[src/hdl/fmi_pkg.sv]
// ----------------------------------------------------------------------------
// fmi_pkg
// Shared widths, register codes, lane/merge structs and the binomial table
// generator for the folded multi-index unit.
// ----------------------------------------------------------------------------
`timescale 1ns / 1ps
`default_nettype none

package fmi_pkg;

   localparam int IDX_FIELDS = 6;
   localparam int IDX_W      = 4;
   localparam int INC_W      = IDX_W + 1;
   localparam int ORD_W      = 3;
   localparam int OFS_W      = 16;
   localparam int NV_W       = 4;
   localparam int CSR_AW     = 2;
   localparam int CSR_DW     = 32;

   localparam logic [CSR_AW-1:0] REG_NUM_VARS = CSR_AW'(0);
   localparam logic [NV_W-1:0]   NUM_VARS_RST = NV_W'(15);
   localparam logic [IDX_W-1:0]  IDX_MAX      = '1;

   localparam logic REQ_OFFSET = 1'b0;
   localparam logic REQ_NEXT   = 1'b1;

   typedef logic [IDX_W-1:0] idx_type;

   typedef struct packed {
      logic [OFS_W-1:0] term;
      idx_type          raw;
      logic             ovf;
   } lane_out_type;

   typedef struct packed {
      logic             next_mode;
      logic [ORD_W-1:0] order;
   } item_ctrl_type;

   // Pascal's triangle, kept modulo 2^OFS_W; used at elaboration only
   function automatic logic [OFS_W-1:0] binom(input int a, input int b);
      logic [OFS_W-1:0] row [IDX_FIELDS+1];
      for (int c = 0; c <= IDX_FIELDS; c++) begin
         row[c] = (c == 0) ? OFS_W'(1) : '0;
      end
      for (int r = 0; r < a; r++) begin
         for (int c = IDX_FIELDS; c > 0; c--) begin
            row[c] = row[c] + row[c-1];
         end
      end
      return (b >= 0 && b <= IDX_FIELDS) ? row[b] : '0;
   endfunction

endpackage

`default_nettype wire

[src/hdl/fmi_lane.sv]
// ----------------------------------------------------------------------------
// fmi_lane
// One index position: folded-offset term from the binomial table and the
// increment/overflow flag for the carry chain. Output is registered.
// ----------------------------------------------------------------------------
`timescale 1ns / 1ps
`default_nettype none

module fmi_lane import fmi_pkg::*; #(
   parameter int MAX_VARS = 15,
   parameter int LANES    = 6,
   localparam int NW      = $clog2(MAX_VARS + 1),
   localparam int LW      = $clog2(LANES + 1)
) (
   input  wire logic          clock,
   input  wire logic          enable,
   input  wire logic          active,
   input  wire logic [NW-1:0] n,
   input  wire logic [NW-1:0] prev,
   input  wire logic [NW-1:0] cur,
   input  wire logic [LW-1:0] len,
   input  wire idx_type       raw,
   output lane_out_type       lane_out
);

   localparam int ROWS = MAX_VARS + LANES;
   localparam int COLS = LANES + 1;
   localparam int AW   = $clog2(ROWS);

   logic [OFS_W-1:0] rom [ROWS][COLS];
   logic [AW-1:0]    hi_row;
   logic [AW-1:0]    lo_row;
   logic [INC_W-1:0] inc;
   lane_out_type     lane_in;
   lane_out_type     lane_ff;

   for (genvar a = 0; a < ROWS; a++) begin : g_row
      for (genvar b = 0; b < COLS; b++) begin : g_col
         assign rom[a][b] = binom(a, b);
      end
   end

   assign hi_row = AW'(n) - AW'(prev) + AW'(len) - AW'(1);
   assign lo_row = AW'(n) - AW'(cur) + AW'(len) - AW'(1);
   assign inc    = INC_W'(raw) + INC_W'(1);

   always_comb begin
      lane_in.term = active ? (rom[hi_row][len] - rom[lo_row][len]) : '0;
      lane_in.raw  = raw;
      lane_in.ovf  = (inc >= INC_W'(n));
   end

   always_ff @(posedge clock) begin
      if (enable) begin
         lane_ff <= lane_in;
      end
   end

   assign lane_out = lane_ff;

endmodule

`default_nettype wire

[src/hdl/fmi_merge.sv]
// ----------------------------------------------------------------------------
// fmi_merge
// Combines the lane results: sums the offset terms, runs the carry chain and
// the monotone fill for the next index, and holds the result register.
// ----------------------------------------------------------------------------
`timescale 1ns / 1ps
`default_nettype none

module fmi_merge import fmi_pkg::*; #(
   parameter int LANES = 6
) (
   input  wire logic          clock,
   input  wire logic          reset,
   input  wire logic          enable,
   input  wire logic          valid_in,
   input  wire item_ctrl_type ctrl,
   input  wire lane_out_type  lanes [LANES],
   output logic               out_valid,
   output logic [OFS_W-1:0]   offset,
   output idx_type            next [IDX_FIELDS]
);

   logic             valid_ff;
   logic [OFS_W-1:0] offset_in;
   logic [OFS_W-1:0] offset_ff;
   idx_type          next_in [IDX_FIELDS];
   idx_type          next_ff [IDX_FIELDS];

   always_comb begin
      logic [OFS_W-1:0] sum;
      logic [LANES-1:0] carry;
      logic             cin;
      logic             pass;
      logic [INC_W-1:0] inc;
      idx_type          v;
      idx_type          run_max;

      sum = '0;
      for (int j = 0; j < LANES; j++) begin
         sum = sum + lanes[j].term;
      end

      // carry ripples from the last valid position toward the first
      pass = 1'b0;
      for (int j = LANES - 1; j >= 0; j--) begin
         if (j + 1 == int'(ctrl.order)) begin
            cin = 1'b1;
         end else if (j + 1 < int'(ctrl.order)) begin
            cin = pass;
         end else begin
            cin = 1'b0;
         end
         carry[j] = cin;
         pass     = cin & lanes[j].ovf;
      end

      run_max = '0;
      for (int j = 0; j < IDX_FIELDS; j++) begin
         next_in[j] = '0;
      end
      for (int j = 0; j < LANES; j++) begin
         inc = INC_W'(lanes[j].raw) + INC_W'(1);
         if (!carry[j]) begin
            v = lanes[j].raw;
         end else if (j == 0) begin
            v = (inc > INC_W'(IDX_MAX)) ? IDX_MAX : inc[IDX_W-1:0];
         end else begin
            v = lanes[j].ovf ? '0 : inc[IDX_W-1:0];
         end
         if (v < run_max) begin
            v = run_max;
         end
         run_max = v;
         if (ctrl.next_mode == REQ_NEXT && j < int'(ctrl.order)) begin
            next_in[j] = v;
         end
      end

      offset_in = (ctrl.next_mode == REQ_OFFSET) ? sum : '0;
   end

   always_ff @(posedge clock) begin
      if (reset) begin
         valid_ff <= 1'b0;
      end else if (enable) begin
         valid_ff <= valid_in;
      end
   end

   always_ff @(posedge clock) begin
      if (enable) begin
         offset_ff <= offset_in;
         next_ff   <= next_in;
      end
   end

   assign out_valid = valid_ff;
   assign offset    = offset_ff;
   assign next      = next_ff;

endmodule

`default_nettype wire

[src/hdl/folded_multi_index_unit.sv]
// ----------------------------------------------------------------------------
// folded_multi_index_unit
// Folded (symmetric) tensor multi-index unit: offset and next-index modes.
//
// Request channel (req_*): one nondecreasing multi-index per transfer with
// its order and mode. req_type low asks for the position of the index in
// folded storage, high asks for the next folded index.
// Response channel (rsp_*): one result per request, in order. Offset mode
// returns rsp_folded_offset with zero next fields; next mode returns
// rsp_next_* with zero offset. A first position equal to num_vars means
// past the end.
// CSR port (csr_*): num_vars at byte address 0, written only while idle by the
// user; the block does not enforce this. A request passes the input register,
// the lane stage (table lookup per position) and the merge stage (term sum,
// carry chain, output register). Throughput is one item per cycle unless the
// response stalls; each position has its own lane, so order does not change
// timing. Reset empties the pipeline and sets num_vars to 15. A stalled
// response holds; earlier stages keep filling until full, then req_stall rises.
// ----------------------------------------------------------------------------
`timescale 1ns / 1ps
`default_nettype none

module folded_multi_index_unit import fmi_pkg::*; #(
   parameter int ORDER_LIMIT = 6,
   parameter int MAX_VARS    = 15
) (
   input  wire logic              clock,
   input  wire logic              reset,

   input  wire logic              req_valid,
   output logic                   req_stall,
   input  wire logic              req_type,
   input  wire logic [ORD_W-1:0]  req_index_order,
   input  wire idx_type           req_idx_0,
   input  wire idx_type           req_idx_1,
   input  wire idx_type           req_idx_2,
   input  wire idx_type           req_idx_3,
   input  wire idx_type           req_idx_4,
   input  wire idx_type           req_idx_5,

   output logic                   rsp_valid,
   input  wire logic              rsp_stall,
   output logic [OFS_W-1:0]       rsp_folded_offset,
   output idx_type                rsp_next_0,
   output idx_type                rsp_next_1,
   output idx_type                rsp_next_2,
   output idx_type                rsp_next_3,
   output idx_type                rsp_next_4,
   output idx_type                rsp_next_5,

   input  wire logic              csr_psel,
   input  wire logic              csr_penable,
   input  wire logic              csr_pwrite,
   input  wire logic [CSR_AW-1:0] csr_paddr,
   input  wire logic [CSR_DW-1:0] csr_pwdata,
   output logic [CSR_DW-1:0]      csr_prdata,
   output logic                   csr_pready
);

   localparam int LANES = (ORDER_LIMIT < IDX_FIELDS) ? ORDER_LIMIT : IDX_FIELDS;
   localparam int NW    = $clog2(MAX_VARS + 1);
   localparam int LW    = $clog2(LANES + 1);

   logic [NV_W-1:0] num_vars_ff;
   logic [NV_W-1:0] num_vars_in;
   logic            csr_wr;
   logic [NW-1:0]   n_eff;

   logic            en1;
   logic            en2;
   logic            en_out;

   logic            v1_ff;
   item_ctrl_type   ctrl1_in;
   item_ctrl_type   ctrl1_ff;
   idx_type         raw_in [IDX_FIELDS];
   idx_type         raw1_ff [IDX_FIELDS];
   logic [NW-1:0]   clean [LANES];

   logic            v2_ff;
   item_ctrl_type   ctrl2_ff;
   lane_out_type    lane_res [LANES];

   idx_type         next [IDX_FIELDS];

   // ---- configuration
   assign csr_pready  = 1'b1;
   assign csr_wr      = csr_psel & csr_penable & csr_pwrite & csr_pready &
                        (csr_paddr == REG_NUM_VARS);
   assign num_vars_in = csr_pwdata[NV_W-1:0];
   assign csr_prdata  = (csr_paddr == REG_NUM_VARS) ? CSR_DW'(num_vars_ff) : '0;

   always_ff @(posedge clock) begin
      if (reset) begin
         num_vars_ff <= NUM_VARS_RST;
      end else if (csr_wr) begin
         num_vars_ff <= num_vars_in;
      end
   end

   always_comb begin
      if (num_vars_ff == '0) begin
         n_eff = NW'(1);
      end else if (int'(num_vars_ff) > MAX_VARS) begin
         n_eff = NW'(MAX_VARS);
      end else begin
         n_eff = NW'(num_vars_ff);
      end
   end

   // ---- flow control
   assign en_out    = !rsp_valid || !rsp_stall;
   assign en2       = !v2_ff || en_out;
   assign en1       = !v1_ff || en2;
   assign req_stall = !en1;

   // ---- input register
   always_comb begin
      ctrl1_in.next_mode = req_type;
      ctrl1_in.order     = (int'(req_index_order) > LANES) ? ORD_W'(LANES)
                                                           : req_index_order;
      raw_in[0] = req_idx_0;
      raw_in[1] = req_idx_1;
      raw_in[2] = req_idx_2;
      raw_in[3] = req_idx_3;
      raw_in[4] = req_idx_4;
      raw_in[5] = req_idx_5;
   end

   always_ff @(posedge clock) begin
      if (reset) begin
         v1_ff <= 1'b0;
         v2_ff <= 1'b0;
      end else begin
         if (en1) begin
            v1_ff <= req_valid;
         end
         if (en2) begin
            v2_ff <= v1_ff;
         end
      end
   end

   always_ff @(posedge clock) begin
      if (en1) begin
         ctrl1_ff <= ctrl1_in;
         raw1_ff  <= raw_in;
      end
      if (en2) begin
         ctrl2_ff <= ctrl1_ff;
      end
   end

   // clamp each position to n-1, then make the index nondecreasing
   always_comb begin
      logic [NW-1:0] c;
      logic [NW-1:0] prev;
      prev = '0;
      for (int j = 0; j < LANES; j++) begin
         if (int'(raw1_ff[j]) > int'(n_eff) - 1) begin
            c = n_eff - NW'(1);
         end else begin
            c = NW'(raw1_ff[j]);
         end
         if (c < prev) begin
            c = prev;
         end
         clean[j] = c;
         prev     = c;
      end
   end

   // ---- lanes
   for (genvar j = 0; j < LANES; j++) begin : g_lane
      logic [NW-1:0] lane_prev;
      logic          lane_active;
      logic [LW-1:0] lane_len;

      if (j == 0) begin : g_first
         assign lane_prev = '0;
      end else begin : g_rest
         assign lane_prev = clean[j-1];
      end

      assign lane_active = (j < int'(ctrl1_ff.order));
      assign lane_len    = LW'(ctrl1_ff.order - ORD_W'(j));

      fmi_lane #(
         .MAX_VARS (MAX_VARS),
         .LANES    (LANES)
      ) u_lane (
         .clock    (clock),
         .enable   (en2),
         .active   (lane_active),
         .n        (n_eff),
         .prev     (lane_prev),
         .cur      (clean[j]),
         .len      (lane_len),
         .raw      (raw1_ff[j]),
         .lane_out (lane_res[j])
      );
   end

   // ---- merge and output register
   fmi_merge #(
      .LANES (LANES)
   ) u_merge (
      .clock     (clock),
      .reset     (reset),
      .enable    (en_out),
      .valid_in  (v2_ff),
      .ctrl      (ctrl2_ff),
      .lanes     (lane_res),
      .out_valid (rsp_valid),
      .offset    (rsp_folded_offset),
      .next      (next)
   );

   assign rsp_next_0 = next[0];
   assign rsp_next_1 = next[1];
   assign rsp_next_2 = next[2];
   assign rsp_next_3 = next[3];
   assign rsp_next_4 = next[4];
   assign rsp_next_5 = next[5];

endmodule

`default_nettype wire

[config.mk]
export PLATFORM = sky130hd
export DESIGN_NAME = folded_multi_index_unit
export DESIGN_NICKNAME = d
export VERILOG_FILES = /design/src/hdl/fmi_pkg.sv /design/src/hdl/fmi_lane.sv /design/src/hdl/fmi_merge.sv /design/src/hdl/folded_multi_index_unit.sv
export SDC_FILE = /design/constraint.sdc
export NUM_CORES = 2
export LEC_CHECK = 0
export ABC_AREA = 0
export BUFFER_PORTS_ARGS = -buffer_cell sky130_fd_sc_hd__buf_2
export CELL_PAD_IN_SITES_DETAIL_PLACEMENT = 0
export CELL_PAD_IN_SITES_GLOBAL_PLACEMENT = 1
export CORE_UTILIZATION = 48
export DETAILED_ROUTE_END_ITERATION = 7
export PLACE_DENSITY = 0.82
export REMOVE_ABC_BUFFERS = 1
export SETUP_SLACK_MARGIN = 0.02
export SLEW_MARGIN = 20
export SYNTH_ARGS = -nofsm -noshare
export SYNTH_HDL_FRONTEND = slang
export SYNTH_SLANG_ARGS = --single-unit
[constraint.sdc]
create_clock -name clock -period 16.2 [get_ports clock]
set_input_delay 4.86 -clock clock [delete_from_list [all_inputs] [get_ports clock]]
set_output_delay 4.86 -clock clock [all_outputs]
set_load 0.1 [all_outputs]
==> out/results.ini <==
[outcome]
status=finished, final reports clean

[timing]
setup_viol=0
max_clock_freq_mhz=67.14
rsz0062_at_grt=false
period_share=0.9194
tightest_slew_ns=1.080
hold_viol_final=0
fin_worst_skew_ns=0.02512
drv_slew=0
whs_ns=0.4299
period_needed_ns=14.89
relSlewSlack=0.2750

[finish]
final_cell_mix=570 x a21oi_1, 541 x nor2_1, 511 x nand2_1
final_area_um2=37160
fin_nets=5282
area_growth_pct=5.446
final_common_cell=a21oi_1
drive_gt1_frac=0.06913
fillers=7082

[placement]
placed_cell_area_um2=36320
hpwl_um=90290
place_congestion=0.9922
port_buffers=86

[setup_path]
r2r-end=g_lane[5].u_lane.lane_out[20]$_SDFFCE_PP0P_
r2r-start=num_vars_ff[2]$_SDFFE_PP1P_
reg2reg_depth=61
worstSetupPathType=flip-flop to flip-flop
cpPeakStageDelay_ns=0.59
critPathLaunch=num_vars_ff[2]$_SDFFE_PP1P_
worstPathRequired_ns=16.51
path_max_fanout=16
startpoint_type=flip-flop
cp_slowest_cell=ha_1
worstPathArrival_ns=15.20
end_kind=flip-flop
cp-endpoint=g_lane[5].u_lane.lane_out[20]$_SDFFCE_PP0P_
reg2reg_slack_ns=1.31

[floorplan]
die_h_um=273.0
die-width_um=273.0
num_rows=98
initial_core_util=0.4888
coreArea_um2=72100
dieArea_um2=74510
pin_count=144

[synthesis]
async_reset_ff_frac=0
synth_simple_gate_area_frac=0.1882
ys_warn_count=0
ys_types=95
synth_edf_count=197
syn_area_per_cell_um2=7.130
synthXorXnorAreaFrac=0.04236
synth_compound_area_frac=0.3262
yosysSeqAreaShare=0.1718
synth_top_area_frac=0.1679
syn_area_um2=35240
synth_seq_cells=204
synthFlopType=edfxtp_1
synth_mux_area_frac=0.01360
netlist_instances=4943
synthAdderAreaFrac=0.1759
yosysTopAreaCell=edfxtp_1
synth_area_leaders=edfxtp_1 17%, ha_1 13%, a21oi_1 8.1%
synth_top_family_by_area=compound AO/OA/AOI/OAI gates

[global_routing]
grt_pass1_vias=34210
antenna_found_initial=0
track_usage=0.3310
grt_pass1_wl_um=198100
grt_max_degree=120
overflow=0

[route]
drt-initial-drc-count=5466
ant_nets=0
drc=0
avgViaCountPerCell=6.518
vias=37420
avgRoutedWirePerCell_um=22.26
firstDrtPassIters=6
drt_wl_total_um=127800

[clocking]
cts_buffers=24
clockRootBuffer=clkbuf_16
h-tree-depth=1
cts.sinks=204
clk_pin_slew_ns=0.06
post_cts_buffers=0
cts_resized=0
cts_tree=built
cts.path.max_buffers=3
clock_latency_ns=0.57
postCtsHoldBufs=0

[hold_path]
worstHoldPathType=flip-flop to flip-flop

[job]
drv_cap=0

[Yosys cell counts (all sizes together) (19+ instances only)]
cell / count
o21ai: 436
fa: 85
edfxtp: 197
xnor2: 83
nand3: 114
ha: 357
o221ai: 38
o211ai: 59
o31ai: 36
nor3: 165
a211oi: 62
a311oi: 20
nand2: 512
clkbuf: 370
a21o: 66
a221oi: 25
nor2: 545
nand2b: 32
o22ai: 112
a22oi: 43
o32ai: 22
and2: 19
mux2i: 29
buf: 62
o21a: 29
nor2b: 57
xor2: 72
a21boi: 19
a31oi: 86
a21oi: 570
a211o: 22
inv: 285
[critical path: cells and delay by family (launching register included)]
kind | cells | cell delay (ns)
AO/OA/AOI/OAI | 31 | 6.60
adder cells (fa/ha/maj) | 11 | 3.69
AND/OR/NAND/NOR | 13 | 2.18
multiplexers | 2 | 0.85
XOR/XNOR | 1 | 0.59
buffers and inverters | 3 | 0.44
flip-flops | 1 | 0.29
[metal layers]
layer  vias to the layer above  part of all wire  track usage
met2                      2085              0.44       0.5154
met3                       305             0.090      0.04200
met5                         -                 0            0
li1                      17580                 -            -
met4                         0             0.046       0.1457
met1                     17450              0.43       0.4572
[kinds of logic (layout without fill, tap and decap cells)]
logic type               Yosys count  in the layout
AO/OA/AOI/OAI                   1832           1832
flip-flops                       204            204
multiplexers                      43             43
XOR/XNOR                         160            160
buffers and inverters            726            544
adder cells (fa/ha/maj)          445            445
AND/OR/NAND/NOR                 1531           1531
other                              2             31
[state kept, by name (all words and copies together), names as in the netlist]
name                    cells
ctrl1_ff                    4
ctrl2_ff                    4
g_lane.u_lane.lane_out    125
num_vars_ff                 4
raw1_ff                    24
u_merge.next               24
u_merge.offset             16
u_merge.out_valid           1
v1_ff                       1
v2_ff                       1
[final cells by class]
class | instances | area [um^2] | area share
clock inverters | 17 | 220.2 | 0.005926
diodes | 2 | 5.005 | 0.0001347
multi-input cells | 4040 | 26610 | 0.7161
inverters | 294 | 1109 | 0.02983
clock buffers | 26 | 608.1 | 0.01636
flip-flops and latches | 204 | 6056 | 0.1630
well taps | 950 | 1189 | 0.03199
repair buffers | 207 | 1364 | 0.03670
[worst min path at each step]
stage | slack, ns | from | endpoint | cells after the start
global placement | 0.42 | ctrl1_ff[3]$_DFFE_PN_ | ctrl2_ff[3]$_DFFE_PP_ | 0
CTS | 0.44 | ctrl1_ff[3]$_DFFE_PN_ | ctrl2_ff[3]$_DFFE_PP_ | 0
floorplan | 0.40 | ctrl1_ff[3]$_DFFE_PN_ | ctrl2_ff[3]$_DFFE_PP_ | 0
finish | 0.43 | ctrl1_ff[3]$_DFFE_PN_ | ctrl2_ff[3]$_DFFE_PP_ | 0
global route | 0.45 | ctrl1_ff[3]$_DFFE_PN_ | ctrl2_ff[3]$_DFFE_PP_ | 0
detailed placement | 0.41 | ctrl1_ff[3]$_DFFE_PN_ | ctrl2_ff[3]$_DFFE_PP_ | 0
[per-stage QoR]
step,utilization,std cells,setup slack (ns),TNS [ns]
floorplan,-,4538,-2.661,-59.36
global placement,0.5038,5695,1.617,0
detailed placement,0.5038,5695,1.586,0
CTS,0.5153,5738,1.496,0
global route,0.5153,5738,0.03856,0
finish,0.5154,5740,1.306,0
Power is left out: the tool's default activity adds up to more than one toggle a clock period on the data nets, which glitch-free logic cannot reach.
